[src/sv/kvj_pkg.sv]
`default_nettype none
// ----------------------------------------------------------------------------
// kvj_pkg
// shared types, sizes and codes for the key/value jar table
// ----------------------------------------------------------------------------
package kvj_pkg;

  localparam int SLOTS  = 64;
  localparam int ADDR_W = $clog2(SLOTS);
  localparam int CNT_W  = $clog2(SLOTS + 1);
  localparam int CAP_W  = 7;
  localparam int CMP_W  = ((CNT_W > CAP_W) ? CNT_W : CAP_W) + 1;
  localparam int WORD_W = 32;
  localparam int PADDR_W = 3;

  localparam logic [CAP_W-1:0] CAP_RESET = CAP_W'(64);

  // command codes
  localparam logic [1:0] CMD_GET    = 2'd0;
  localparam logic [1:0] CMD_SET    = 2'd1;
  localparam logic [1:0] CMD_REMOVE = 2'd2;
  localparam logic [1:0] CMD_NONE   = 2'd3;

  // status codes
  localparam logic [1:0] STAT_OK       = 2'd0;
  localparam logic [1:0] STAT_NOTFOUND = 2'd1;
  localparam logic [1:0] STAT_FULL     = 2'd2;
  localparam logic [1:0] STAT_NOJAR    = 2'd3;

  // register index, taken from paddr bit 2
  localparam logic REG_CAPACITY = 1'b0;
  localparam logic REG_JAR      = 1'b1;

  typedef logic [ADDR_W-1:0] addr_t;
  typedef logic [CNT_W-1:0]  cnt_t;
  typedef logic [WORD_W-1:0] word_t;

  typedef struct packed {
    logic  key_en;
    logic  val_en;
    addr_t addr;
    word_t key;
    word_t value;
  } wr_t;

  typedef enum logic [2:0] {
    S_IDLE,
    S_SCAN,
    S_MISS,
    S_SHIFT,
    S_FIN
  } state_e;

endpackage : kvj_pkg
`default_nettype wire

[src/sv/kvj_store.sv]
`default_nettype none
// ----------------------------------------------------------------------------
// kvj_store
// key and value memories, one write port and one registered read port
// ----------------------------------------------------------------------------
module kvj_store (
  input  wire logic          clk_i,
  input  wire kvj_pkg::addr_t raddr_i,
  output      kvj_pkg::word_t rkey_o,
  output      kvj_pkg::word_t rval_o,
  input  wire kvj_pkg::wr_t   wr_i
);
  import kvj_pkg::*;

  word_t key_mem [SLOTS];
  word_t val_mem [SLOTS];
  word_t rkey_q;
  word_t rval_q;

  always_ff @(posedge clk_i) begin
    if (wr_i.key_en) begin
      key_mem[wr_i.addr] <= wr_i.key;
    end
    if (wr_i.val_en) begin
      val_mem[wr_i.addr] <= wr_i.value;
    end
    rkey_q <= key_mem[raddr_i];
    rval_q <= val_mem[raddr_i];
  end

  assign rkey_o = rkey_q;
  assign rval_o = rval_q;

endmodule : kvj_store
`default_nettype wire

[config.mk]
export PLATFORM = sky130hd
export DESIGN_NAME = kvj_store
export DESIGN_NICKNAME = d
export VERILOG_FILES = /design/src/sv/kvj_pkg.sv /design/src/sv/kvj_store.sv
export SDC_FILE = /design/constraint.sdc
export NUM_CORES = 2
export LEC_CHECK = 0
export BUFFER_PORTS_ARGS = -buffer_cell sky130_fd_sc_hd__buf_2
export CAP_MARGIN = 20
export CORE_MARGIN = 2
export CORE_UTILIZATION = 40
export CTS_CLUSTER_DIAMETER = 200
export DETAILED_ROUTE_END_ITERATION = 10
export PLACE_DENSITY = 0.66
export SYNTH_ARGS = -nofsm -noshare
export SYNTH_HDL_FRONTEND = slang
export SYNTH_SLANG_ARGS = --single-unit
[constraint.sdc]
create_clock -name clk_i -period 2.95 [get_ports clk_i]
set_input_delay 0.1475 -clock clk_i [delete_from_list [all_inputs] [get_ports clk_i]]
set_output_delay 0.1475 -clock clk_i [all_outputs]
set_load 0.02 [all_outputs]
# [After elaboration in Yosys (flattened, before gate mapping)]
# Memory sizes are Yosys's and may differ from the RTL's. A register that Yosys moved wholly into a read port is not among the register bits.
# Index checks and enable logic that the tools add are counted.
# W data, S select, Z words.
[word_totals] in_bits=79 regBits=0 ramBits=4096 n_memories=2 out_inout_bits=64 wordCells=6
[classes] muxes=4
[memory_table] name="key_mem" depth=64 width=32 read_ports=1 rd_ports_with_merged_regs=1 wr=1 line="kvj_store.sv:15" text="word_t key_mem [SLOTS];"
[memory_table] name="val_mem" depth=64 width=32 read_ports=1 rd_ports_with_merged_regs=1 wr=1 line="kvj_store.sv:16" text="word_t val_mem [SLOTS];"
[op_table] cell="$mux W1" n=4

# [Logic depth before layout (Yosys ltp)]
[logic_depth] word_depth=2 mapped_depth=9 depth_no_buf=4

# [Least setup slack after synthesis]
# Ideal clock, no wire load.
[synth_timing] path_type="input -> register" start="input wr_i[65] in the netlist's numbering" end="memory val_mem[42][0] in the netlist's numbering, enable pin" required_time_ns=2.529 cell_stages=6 n_path_buf=2 setup_slack_ns=-0.064 setup_time_ns=0.421 arrival_time_ns=2.593 path_cell_list="clkbuf_1 -> or3b_2 -> clkbuf_1 -> inv_1 -> nand2_1 -> nor2_1"
[synth_rtl] item="start: declaration" line="kvj_store.sv:11" text="input wire kvj_pkg::wr_t wr_i"
[synth_rtl] item="end: declaration" line="kvj_store.sv:16"
# Straight into the memory's write port.

==> results.py <==
metrics = {
    "status": {
        "status": "finished, violations left",
        "violations": "design-rule violations",
    },
    "global_routing": {
        "first_global_vias": 76100,
        "grtUsageTotal_pct": 21.4,
        "grt-ovfl-total": 0,
        "grt_max_degree": 76,
        "grt_pass1_wl_mm": 597,
        "antenna_found_initial": 40,
    },
    "logic_synthesis": {
        "seq_area_frac_synth_pct": 79.7,
        "synth_nets": 6692,
        "synthAdderAreaFrac_pct": 0,
        "ys_top_cells_by_area": "edfxtp_1, mux4_2, a22oi_1, dfxtp_1, o221ai_1",
        "ys_top_cells_by_count": "edfxtp_1, mux4_2, a22oi_1",
        "avgSynthCellArea_um2": 23.6,
        "synth_cell_types": 32,
        "synth-edff-count": 4096,
        "async_flop_share_pct": 0,
        "synth_top_family_by_area": "multiplexers",
        "syn_area_um2": 156000,
        "synth-simple-area-share_pct": 1.17,
        "synthCells": 6613,
        "synth_top_area_share_pct": 78.8,
        "synthFlopType": "edfxtp_1",
        "synth-compound-area-share_pct": 2.83,
        "synth_most_common_cell": "edfxtp_1",
        "muxShareOfSynthArea_pct": 15.2,
        "yosysTopAreaCell": "edfxtp_1",
        "ys_ff_latch": 4160,
        "synthXorXnorAreaFrac_pct": 0,
        "synth_warnings": 0,
    },
    "route": {
        "post_drt_wl_per_cell_um": 33.5,
        "wl_met3_mm": 41.1,
        "top_layer": "met5",
        "wl_met1_mm": 162,
        "via_per_inst": 6.02,
        "ant_nets": 0,
        "drc_errors": 23,
        "dr.pass1.iters": 11,
        "drt-initial-drc-count": 10900,
        "met2_wirelength_mm": 213,
        "drt_wl_total_mm": 431,
        "num_vias": 77600,
    },
    "finish": {
        "fin_cells": 12900,
        "final_area_um2": 183000,
        "finalNetCount": 7418,
        "syn_to_final_growth_pct": 17.2,
        "drive_above_1_share_pct": 31.3,
    },
    "hold_path": {
        "worstHoldEndpoint": "key_mem[2][15]$_DFFE_PP_",
        "min_from": "wr_i[47]",
        "hold_class": "input port to register",
        "holdPathStages": 2,
    },
    "worst_setup_path": {
        "arrival_ps": 3260,
        "cpMostUsedCell": "buf_4",
        "reg2reg_depth": 5,
        "crit_slowest_cell": "nand2b_2",
        "startpoint_type": "input port",
        "timing.rr.start": "key_mem[43][31]$_DFFE_PP_",
        "required_ps": 3800,
        "crit_path_max_fanout": 15,
        "crit_type": "input port to register",
        "crit_chain": "dlygate4sd3_1 > buf_2 > buf_4 > nand2b_2 > buf_4 > buf_4 > o22ai_1 > nor2_1 > o211a_1",
        "critPathMaxStageDelay_ps": 600,
        "reg2reg_to": "rkey_o[31]$_DFF_P_",
        "crit_path_end_kind": "register",
        "rrSetupSlack_ps": 700,
    },
    "power_and_ir_drop": {
        "vdd_drop_max_mv": 0.638,
        "leakage_nw": 56.9,
        "totalPowerFinal_w": 0.123,
        "p_per_area_nw_per_um2": 675,
    },
    "place": {
        "place_inst": 12000,
        "dpl_cell_area_um2": 168000,
        "io_buffers": 142,
        "routabilityCongestion": 0.787,
        "dp_hpwl_mm": 247,
    },
    "die": {
        "fp-row-count": 229,
        "io_pins": 143,
        "fp.coreArea_um2": 389000,
        "die_w_um": 629,
        "initial_core_util_pct": 40.1,
        "fp.dieH_um": 629,
        "die_area_um2": 395000,
    },
    "sta": {
        "finalSetupTns_ps": 0,
        "timing.final.crit_period_ps": 2410,
        "holdWs_ps": 82.4,
        "skew_ps": 37.6,
        "worstMarginPinSlew_ps": 1090,
        "fmax_mhz": 416,
        "setup_viol": 0,
        "rsz0062_at_grt": "false",
        "post-route-period-util_pct": 81.6,
        "final_hold_viol_count": 0,
        "drv_slew": 0,
        "slew-limit-headroom_pct": 27.3,
    },
    "clocking": {
        "numCtsBuffers": 395,
        "cts.sinks": 4160,
        "clockRootBuffer": "clkbuf_16",
        "cts_tree": "done",
        "cts_resized": 0,
        "clk_pin_slew_worst_paths_ps": 60,
        "cts_max_path_buffers": 4,
        "clock_latency_ps": 930,
        "cts_max_level": 5,
    },
    "run": {
        "cap_violations": 0,
    },
}
worst max-delay path: cells and delay by family:
| family | cells | cell delay [ps] |
|---|---|---|
| buffers and inverters | 5 | 1680 |
| AOI/OAI and AO/OA | 2 | 350 |
| and+or+nand+nor | 2 | 1060 |
cell type report:
cell class / count / area, um^2
Antenna cell: 19 / 47.5
Clock buffer: 502 / 10700
Clock inverter: 224 / 2300
Fill cell: 31100 / 206000
Inverter: 13 / 48.8
Multi-Input combinational cell: 2054 / 31000
Sequential cell: 4160 / 124000
Tap cell: 5197 / 6500
Timing Repair Buffer: 715 / 7920
metrics by stage:
stage          setup WS, ps  utilization [%]
2_1_floorplan         -63.9                -
3_3_place_gp            219             43.2
3_5_place_dp            183             43.2
4_1_cts                 531             46.7
5_1_grt                 469             47.0
6_report                544             47.0
power breakdown:
part / internal (W) / switching [W]
sequential: 0.0654 / 0.000288
combinational: 0.00247 / 0.00398
clock: 0.0298 / 0.0215
registers in the layout, indices dropped and copies added (netlist names):
| signal | count |
|---|---|
| key_mem | 2048 |
| rkey_o | 32 |
| val_mem | 2048 |
| rval_o | 32 |
how the worst max path moves through the flow:
| stage | from | slack, ps | cells after the start | to |
|---|---|---|---|---|
| after floorplan | wr_i[65] | -60 | 6 | val_mem[42][0]$_DFFE_PP_ |
| after global placement | raddr_i[0] | 220 | 8 | rkey_o[29]$_DFF_P_ |
| after detailed placement | raddr_i[0] | 180 | 8 | rkey_o[29]$_DFF_P_ |
| after CTS | raddr_i[3] | 530 | 9 | rkey_o[24]$_DFF_P_ |
| after global routing | raddr_i[3] | 470 | 9 | rkey_o[24]$_DFF_P_ |
| final | raddr_i[3] | 540 | 9 | rkey_o[24]$_DFF_P_ |
metal layers:
metal  up-vias  GRT usage (%)
li1      30100              -
met1     42000           29.1
met2      4635           35.6
met3       738           3.41
met4        14           6.40
met5         -              0
repair_timing:
action,4_1_cts,5_1_grt
hold endpoints to repair,1592,1406
hold buffers,44,23
buffers inserted,0,0
layout by cell type, fill, tap and decap left out, types with 3 or more instances in the layout:
master | netlist | final
o221ai_1 | 96 | 96
a22oi_1 | 256 | 256
dlygate4sd3_1 | 0 | 67
nand2_2 | 0 | 3
nand3_1 | 100 | 100
inv_1 | 13 | 13
mux2i_1 | 69 | 69
nand3b_1 | 40 | 40
diode_2 | 0 | 19
a21oi_1 | 33 | 33
clkbuf_16 | 0 | 407
buf_12 | 0 | 207
buf_16 | 0 | 6
edfxtp_1 | 4096 | 4096
buf_4 | 21 | 295
nor2_4 | 0 | 131
clkbuf_8 | 0 | 20
clkinv_1 | 0 | 78
or3_1 | 4 | 4
or3b_2 | 8 | 8
o22ai_1 | 93 | 93
dfxtp_1 | 64 | 64
nand2_1 | 19 | 16
mux4_2 | 1022 | 1022
clkinvlp_4 | 0 | 12
bufinv_16 | 0 | 46
inv_6 | 0 | 9
a211oi_1 | 31 | 31
buf_2 | 142 | 138
nand2b_2 | 0 | 3
nor2b_4 | 0 | 3
clkinv_2 | 0 | 73
nor2_1 | 196 | 65
o211a_1 | 64 | 64
clkbuf_1 | 178 | 75
cells by family after synthesis:
kind of cell / after synthesis
flip-flops: 4160
multiplexers: 1092
AO/OA/AOI/OAI: 576
buffers and inverters: 399
AND/OR/NAND/NOR: 386
(Power assumes the default switching activity.)
